**src/design/oct_pkg.sv**
```systemverilog
// ----------------------------------------------------------------------------
// oct_pkg
// Shared types and constants for the octahedral normal encoder pipeline.
// ----------------------------------------------------------------------------
package oct_pkg;

  // quotient bits: value * 2^16 / l1, later rounded to 2^15 scale
  localparam int QBITS = 17;
  // divider steps per pipeline stage
  localparam int STEP = 4;
  localparam int NSTG = (QBITS + STEP - 1) / STEP;

  localparam logic [15:0] SNORM_MAX = 16'h7fff;
  localparam logic [16:0] SNORM_NEG_MAX = 17'h08000;

  typedef struct packed {
    logic neg_x;
    logic neg_y;
    logic zero;
    logic hand;
  } ctrl_t;

endpackage

```
**src/design/octahedral_normal_encoder.sv**
```systemverilog
// ----------------------------------------------------------------------------
// octahedral_normal_encoder
// Signed 3-vector to 32-bit octahedral code (snorm16 u low, v high).
// ----------------------------------------------------------------------------
// Fully pipelined: one item per cycle while the output is not stalled (one prep
// stage, five restoring-divider stages of up to four quotient bits each, one
// output stage). The two 17-bit divisions by the L1 norm set the depth.
// A stall on the output freezes the whole pipeline. cfg_ready is always high.
module octahedral_normal_encoder
  import oct_pkg::*;
#(
  parameter int COMPONENT_WIDTH = 16
) (
  input  logic                       clk,
  input  logic                       rst_n,
  input  logic                       cfg_valid,
  output logic                       cfg_ready,
  input  logic                       cfg_data,
  input  logic                       in_valid,
  output logic                       in_ready,
  input  logic [COMPONENT_WIDTH-1:0] in_comp_x,
  input  logic [COMPONENT_WIDTH-1:0] in_comp_y,
  input  logic [COMPONENT_WIDTH-1:0] in_comp_z,
  input  logic                       in_handedness_negative,
  output logic                       out_valid,
  input  logic                       out_ready,
  output logic [31:0]                out_packed_code,
  output logic                       out_zero_vector
);

  localparam int W  = COMPONENT_WIDTH;
  localparam int DW = W + 2;

  logic            mode_r;
  logic [NSTG:0]   vld_r;
  ctrl_t           ctrl_r [NSTG+1];
  logic            adv;
  logic            out_valid_r;
  logic [31:0]     code_r;
  logic            zero_r;

  logic [DW:0]      rem_u [NSTG+1];
  logic [DW:0]      rem_v [NSTG+1];
  logic [DW-1:0]    den_u [NSTG+1];
  logic [DW-1:0]    den_v [NSTG+1];
  logic [QBITS-1:0] q_u   [NSTG+1];
  logic [QBITS-1:0] q_v   [NSTG+1];

  logic [W-1:0]  ax, ay, az;
  logic [DW-1:0] l1, nu, nv;
  ctrl_t         ctrl_in;
  logic [31:0]   code_nxt;
  logic          zero_nxt;

  assign adv       = !out_valid_r || out_ready;
  assign in_ready  = adv;
  assign cfg_ready = 1'b1;

  always_ff @(posedge clk) begin
    if (!rst_n) begin
      mode_r <= 1'b0;
    end else if (cfg_valid) begin
      mode_r <= cfg_data;
    end
  end

  always_comb begin
    ax = in_comp_x[W-1] ? W'(-in_comp_x) : in_comp_x;
    ay = in_comp_y[W-1] ? W'(-in_comp_y) : in_comp_y;
    az = in_comp_z[W-1] ? W'(-in_comp_z) : in_comp_z;
    l1 = DW'(ax) + DW'(ay) + DW'(az);
    nu = in_comp_z[W-1] ? DW'(ax) + DW'(az) : DW'(ax);
    nv = in_comp_z[W-1] ? DW'(ay) + DW'(az) : DW'(ay);
    ctrl_in.neg_x = in_comp_x[W-1];
    ctrl_in.neg_y = in_comp_y[W-1];
    ctrl_in.zero  = (l1 == '0);
    ctrl_in.hand  = in_handedness_negative;
  end

  // prep stage
  always_ff @(posedge clk) begin
    if (adv) begin
      rem_u[0]  <= {1'b0, nu};
      rem_v[0]  <= {1'b0, nv};
      den_u[0]  <= l1;
      den_v[0]  <= l1;
      q_u[0]    <= '0;
      q_v[0]    <= '0;
      ctrl_r[0] <= ctrl_in;
    end
  end

  always_ff @(posedge clk) begin
    if (!rst_n) begin
      vld_r <= '0;
    end else if (adv) begin
      vld_r <= {vld_r[NSTG-1:0], in_valid};
    end
  end

  for (genvar k = 0; k < NSTG; k++) begin : g_div
    localparam int LEFT = QBITS - k * STEP;
    localparam int NS   = (LEFT < STEP) ? LEFT : STEP;

    oct_div_stage #(.DW(DW), .NSTEPS(NS)) u_div_u (
      .clk   (clk),
      .en    (adv),
      .rem_i (rem_u[k]),
      .den_i (den_u[k]),
      .q_i   (q_u[k]),
      .rem_r (rem_u[k+1]),
      .den_r (den_u[k+1]),
      .q_r   (q_u[k+1])
    );

    oct_div_stage #(.DW(DW), .NSTEPS(NS)) u_div_v (
      .clk   (clk),
      .en    (adv),
      .rem_i (rem_v[k]),
      .den_i (den_v[k]),
      .q_i   (q_v[k]),
      .rem_r (rem_v[k+1]),
      .den_r (den_v[k+1]),
      .q_r   (q_v[k+1])
    );

    always_ff @(posedge clk) begin
      if (adv) begin
        ctrl_r[k+1] <= ctrl_r[k];
      end
    end
  end

  oct_pack u_pack (
    .q_u  (q_u[NSTG]),
    .q_v  (q_v[NSTG]),
    .ctrl (ctrl_r[NSTG]),
    .mode (mode_r),
    .code (code_nxt),
    .zero (zero_nxt)
  );

  always_ff @(posedge clk) begin
    if (!rst_n) begin
      out_valid_r <= 1'b0;
    end else if (adv) begin
      out_valid_r <= vld_r[NSTG];
    end
  end

  always_ff @(posedge clk) begin
    if (adv) begin
      code_r <= code_nxt;
      zero_r <= zero_nxt;
    end
  end

  assign out_valid       = out_valid_r;
  assign out_packed_code = code_r;
  assign out_zero_vector = zero_r;

`ifndef SYNTH
  a_zero_code: assert property (@(posedge clk) disable iff (!rst_n)
    out_valid && out_zero_vector |-> out_packed_code[31:1] == 31'd0)
    else $error("zero vector with nonzero code");

  a_reset_empty: assert property (@(posedge clk)
    !rst_n |=> !out_valid && vld_r == '0)
    else $error("pipeline not empty after reset");

  a_stall_hold: assert property (@(posedge clk) disable iff (!rst_n)
    vld_r[NSTG] && !adv |=> vld_r[NSTG] && $stable(q_u[NSTG]) && $stable(q_v[NSTG]))
    else $error("divider output changed during stall");
`endif

endmodule

```
**src/design/oct_div_stage.sv**
```systemverilog
// ----------------------------------------------------------------------------
// oct_div_stage
// A few restoring-division steps followed by a pipeline register.
// ----------------------------------------------------------------------------
module oct_div_stage
  import oct_pkg::*;
#(
  parameter int DW     = 18,
  parameter int NSTEPS = 4
) (
  input  logic                 clk,
  input  logic                 en,
  input  logic [DW:0]          rem_i,
  input  logic [DW-1:0]        den_i,
  input  logic [QBITS-1:0]     q_i,
  output logic [DW:0]          rem_r,
  output logic [DW-1:0]        den_r,
  output logic [QBITS-1:0]     q_r
);

  logic [DW:0]      rem_nxt;
  logic [QBITS-1:0] q_nxt;

  always_comb begin
    logic [DW:0] d;
    d       = {1'b0, den_i};
    rem_nxt = rem_i;
    q_nxt   = q_i;
    for (int i = 0; i < NSTEPS; i++) begin
      if (rem_nxt >= d) begin
        rem_nxt = rem_nxt - d;
        q_nxt   = {q_nxt[QBITS-2:0], 1'b1};
      end else begin
        q_nxt   = {q_nxt[QBITS-2:0], 1'b0};
      end
      rem_nxt = {rem_nxt[DW-1:0], 1'b0};
    end
  end

  always_ff @(posedge clk) begin
    if (en) begin
      rem_r <= rem_nxt;
      den_r <= den_i;
      q_r   <= q_nxt;
    end
  end

endmodule

```
**src/design/oct_pack.sv**
```systemverilog
// ----------------------------------------------------------------------------
// oct_pack
// Rounding, sign, clamp and packing of the two quotients into the code; with mode set, bit 0 carries the handedness.
// ----------------------------------------------------------------------------
module oct_pack
  import oct_pkg::*;
(
  input  logic [QBITS-1:0] q_u,
  input  logic [QBITS-1:0] q_v,
  input  ctrl_t            ctrl,
  input  logic             mode,
  output logic [31:0]      code,
  output logic             zero
);

  function automatic logic [15:0] snorm(input logic [QBITS-1:0] q, input logic neg);
    logic [16:0] m;
    m = 17'((18'(q) + 18'd1) >> 1);
    if (neg) begin
      if (m > SNORM_NEG_MAX) m = SNORM_NEG_MAX;
      snorm = 16'(17'd0 - m);
    end else begin
      snorm = (m > {1'b0, SNORM_MAX}) ? SNORM_MAX : m[15:0];
    end
  endfunction

  logic [31:0] dir;

  always_comb begin
    dir  = ctrl.zero ? 32'd0 : {snorm(q_v, ctrl.neg_y), snorm(q_u, ctrl.neg_x)};
    code = mode ? {dir[31:1], ctrl.hand} : dir;
    zero = ctrl.zero;
  end

endmodule

```
**config.mk**
```make
export PLATFORM = sky130hd
export DESIGN_NAME = octahedral_normal_encoder
export DESIGN_NICKNAME = d
export VERILOG_FILES = /design/src/design/oct_pkg.sv /design/src/design/octahedral_normal_encoder.sv /design/src/design/oct_div_stage.sv /design/src/design/oct_pack.sv
export SDC_FILE = /design/constraint.sdc
export NUM_CORES = 2
export LEC_CHECK = 0
export ABC_CLOCK_PERIOD_IN_PS = 21300
export CORE_UTILIZATION = 55
export CTS_BUF_LIST = sky130_fd_sc_hd__clkbuf_4
export DETAILED_ROUTE_END_ITERATION = 16
export DONT_BUFFER_PORTS = 1
export MAX_ROUTING_LAYER = met4
export PLACE_DENSITY = 0.7
export REMOVE_ABC_BUFFERS = 1
export SLEW_MARGIN = 20
export SYNTH_ARGS = -nofsm -noshare
export SYNTH_HDL_FRONTEND = slang
export SYNTH_SLANG_ARGS = --single-unit
```
**constraint.sdc**
```tcl
create_clock -name clk -period 21.3 [get_ports clk]
set_input_delay 1.065 -clock clk [delete_from_list [all_inputs] [get_ports clk]]
set_output_delay 1.065 -clock clk [all_outputs]
set_load 0.05 [all_outputs]
```
==> flow_summary.toml <==
[drt]
viasPerCell = 6.20
drc = 0
vias = 45100
drt_wl_total_mm = 149
wl_per_cell_um = 20.5
antenna_left = 0
dr.pass1.iters = 8
first_iter_violations = 3336

[critical_path]
crit_top_cell = "o21ai_0"
worstSetupStartpointType = "flop"
path_buf_inv = 6
crit_type = "flop to flop"
crit_path_max_incr_delay_ns = 0.81
crit_family = "compound AO/OA/AOI/OAI gates"
critical_path_arrival_ns = 15.15
crit_fanout = 32
endpoint_kind = "flop"
crit_slowest_cell = "o22ai_1"
r2r_cells = 45
cp.required_ns = 22.07
cp.depth = 45

[timing]
fin_setup_tns_ns = 0
rsz0062_at_grt = "no"
max-slew-margin-rel = 0.291
hold_viol_final = 0
fin_crit_sh = 0.675
timing.fmax_mhz = 69.5
fin_skew_ns = 0.0748
setup_viol_count_final = 0
worst_pin_slew_ns = 1.06
slew_violations = 0
period_minus_slack_ns = 14.38

[logic_synthesis]
ys.flop_type = "edfxtp_1"
syn-cell-area_um2 = 51800
muxShareOfSynthArea = 0.0715
avgSynthCellArea_um2 = 8.87
synth_adder_area_share = 0.166
ys_seq_elements = 447
yosys.area_share.simple = 0.147
synthCells = 5841
synth-compound-area-share = 0.231
synth_top_family_by_area = "compound AO/OA/AOI/OAI gates"
yosysUniqueCellTypes = 111
async_flop_share = 0
ys_warn_count = 0
seq_area_frac_synth = 0.257
synth_xor_xnor_area_share = 0.0925
synth_edf_count = 439

[global_routing]
grt.total_usage = 0.318
antenna_found_initial = 8
grt_max_degree = 158
grt.overflow.total = 0
grt_pass1_vias = 42400
grt_pass1_wl_mm = 232

[run]
drv_cap = 0

[floorplan]
core-area_um2 = 93300
die_h_um = 309
fp.dieW_um = 309
initial_core_util = 0.555
rows = 112
dieArea_um2 = 95500
io_pins = 91

[min_path]
hp-class = "input pin to flop"
whs_path_depth = 0

[clock_tree]
clock_path_buffers = 3
cts_max_level = 4
cts_root_buf = "clkbuf_4"
postCtsSetupRepairBufs = 0
clock_latency_ns = 1.03
clk_pin_slew_ns = 0.08
cts_made_buffers = 131
cts_resized = 0
cts_tree = "done"
numClockSinks = 447
hold_buffers = 0

[cells_and_area]
layout.nets = 6647
area_delta_synth_final_pct = 6.32
drive_gt1_frac = 0.109
fill_cells = 8376

[status]
status = "complete, no violations"

[placed_design]
place_congestion = 0.965
dp.final_hpwl_mm = 116
portBuffers = 0
[cells in the mapped netlist (all sizes together), types with 16 or more instances]
cell type | number | share of area
o21a | 112 | 0.016
clkbuf | 79 | 0.0057
a21o | 234 | 0.034
xor2 | 183 | 0.031
nor3 | 103 | 0.010
edfxtp | 439 | 0.25
o22ai | 16 | 0.0019
o211ai | 39 | 0.0060
nor2 | 460 | 0.033
and2 | 42 | 0.0051
nand3 | 133 | 0.013
and4 | 28 | 0.0047
o21ai | 338 | 0.033
fa | 29 | 0.011
or2 | 34 | 0.0042
a31o | 25 | 0.0042
a221o | 25 | 0.0048
a21oi | 545 | 0.053
nor4 | 26 | 0.0033
or3 | 36 | 0.0043
a21boi | 27 | 0.0039
nand4 | 73 | 0.0089
mux2 | 274 | 0.061
mux2i | 54 | 0.011
nand2b | 73 | 0.0088
ha | 640 | 0.15
nor2b | 74 | 0.0089
a211oi | 68 | 0.0099
o31ai | 49 | 0.0075
o21bai | 83 | 0.012
o41ai | 19 | 0.0035
xnor2 | 364 | 0.062
and3 | 56 | 0.0068
buf | 40 | 0.0046
a31oi | 50 | 0.0060
o31a | 20 | 0.0034
nand2 | 375 | 0.027
inv | 333 | 0.024
a211o | 21 | 0.0035
a221oi | 18 | 0.0030
[through the flow]
stage	instance area [um2]	utilization	hold slack, ns	setup WS, ns	std cells
final	55100	0.590	0.130	6.92	7278
after global routing	55100	0.590	0.0468	5.78	7278
after CTS	55100	0.590	0.00567	7.14	7275
after detailed placement	53400	0.572	0.405	7.24	7044
after global placement	53400	0.572	0.400	7.59	7044
after floorplan	51300	-	0.400	9.51	5722
[worst reg2reg max path: cells and delay by family (launching register included)]
| family | cells | cell delay, ns |
|---|---|---|
| buffers and inverters | 6 | 1.78 |
| AND/OR/NAND/NOR | 8 | 1.88 |
| flip-flops | 1 | 0.63 |
| adder cells (fa/ha/maj) | 4 | 1.54 |
| AO/OA/AOI/OAI | 27 | 8.31 |
[registers in the layout, summed over array words and instances, names as in the netlist]
register	count
out_packed_code	32
g_div.u_div_u.q_r	57
g_div.u_div_u.rem_r	72
rem_u	17
ctrl_r	24
rem_v	17
g_div.u_div_u.den_r	18
mode_r	1
g_div.u_div_v.den_r	54
out_zero_vector	1
vld_r	6
g_div.u_div_v.rem_r	72
out_valid	1
g_div.u_div_v.q_r	57
den_v	18
[per-layer routing]
layer | global-route usage | vias up | part of all wire
li1 | - | 22200 | -
met1 | 0.414 | 21400 | 0.45
met2 | 0.508 | 1238 | 0.46
met3 | 0.0430 | 261 | 0.056
met4 | 0.109 | 0 | 0.033
met5 | - | - | 0
[layout make-up]
type	instances	area [um2]	area share
antenna	3	7.51	0.000136
clock buffer	174	1310	0.0237
timing repair buffer	68	523	0.00949
clock inverter	57	342	0.00620
sequential	447	13300	0.242
multi-input combinational	4939	36700	0.667
inverter	336	1270	0.0231
tap	1254	1570	0.0285
[cell usage in the layout (no fill, tap or decap), types with 67 or more instances in the layout]
cell type | netlist | routed
ha_1 | 640 | 640
a21oi_1 | 542 | 542
nor2_1 | 458 | 458
edfxtp_1 | 439 | 439
nand2_1 | 373 | 373
xnor2_1 | 364 | 364
o21ai_0 | 334 | 333
inv_1 | 325 | 324
mux2_2 | 255 | 255
a21o_1 | 234 | 234
xor2_1 | 183 | 183
clkbuf_4 | 0 | 174
nand3_1 | 133 | 133
o21a_1 | 112 | 112
nor3_1 | 100 | 100
o21bai_1 | 83 | 83
nor2b_1 | 74 | 74
nand2b_1 | 73 | 73
nand4_1 | 72 | 72
a211oi_1 | 67 | 67
buf_4 | 3 | 67
[path summary, 6_finish.rpt]
kind | start | endpoint | slack [ns]
worst max register to register | den_v[91] | g_div[0].u_div_u.rem_r[3] | 6.92
worst min register to register | g_div[3].u_div_u.q_r[15] | g_div[4].u_div_u.q_r[16] | 0.39
worst min-delay path | in_handedness_negative | ctrl_r[0][0] | 0.13
worst max-delay path | den_v[91] | g_div[0].u_div_u.rem_r[3] | 6.92
[logic make-up (layout without fill, tap and decap cells)]
group,Yosys count,after routing
compound gates,1827,1827
xor+xnor,547,547
fa+ha+maj,669,669
buf+inv,455,635
flops,447,447
mux,328,328
other cells,1,4
simple gates,1567,1567
Power is left out: the tool's default activity adds up to more than one toggle a clock period on the data nets, which glitch-free logic cannot reach.
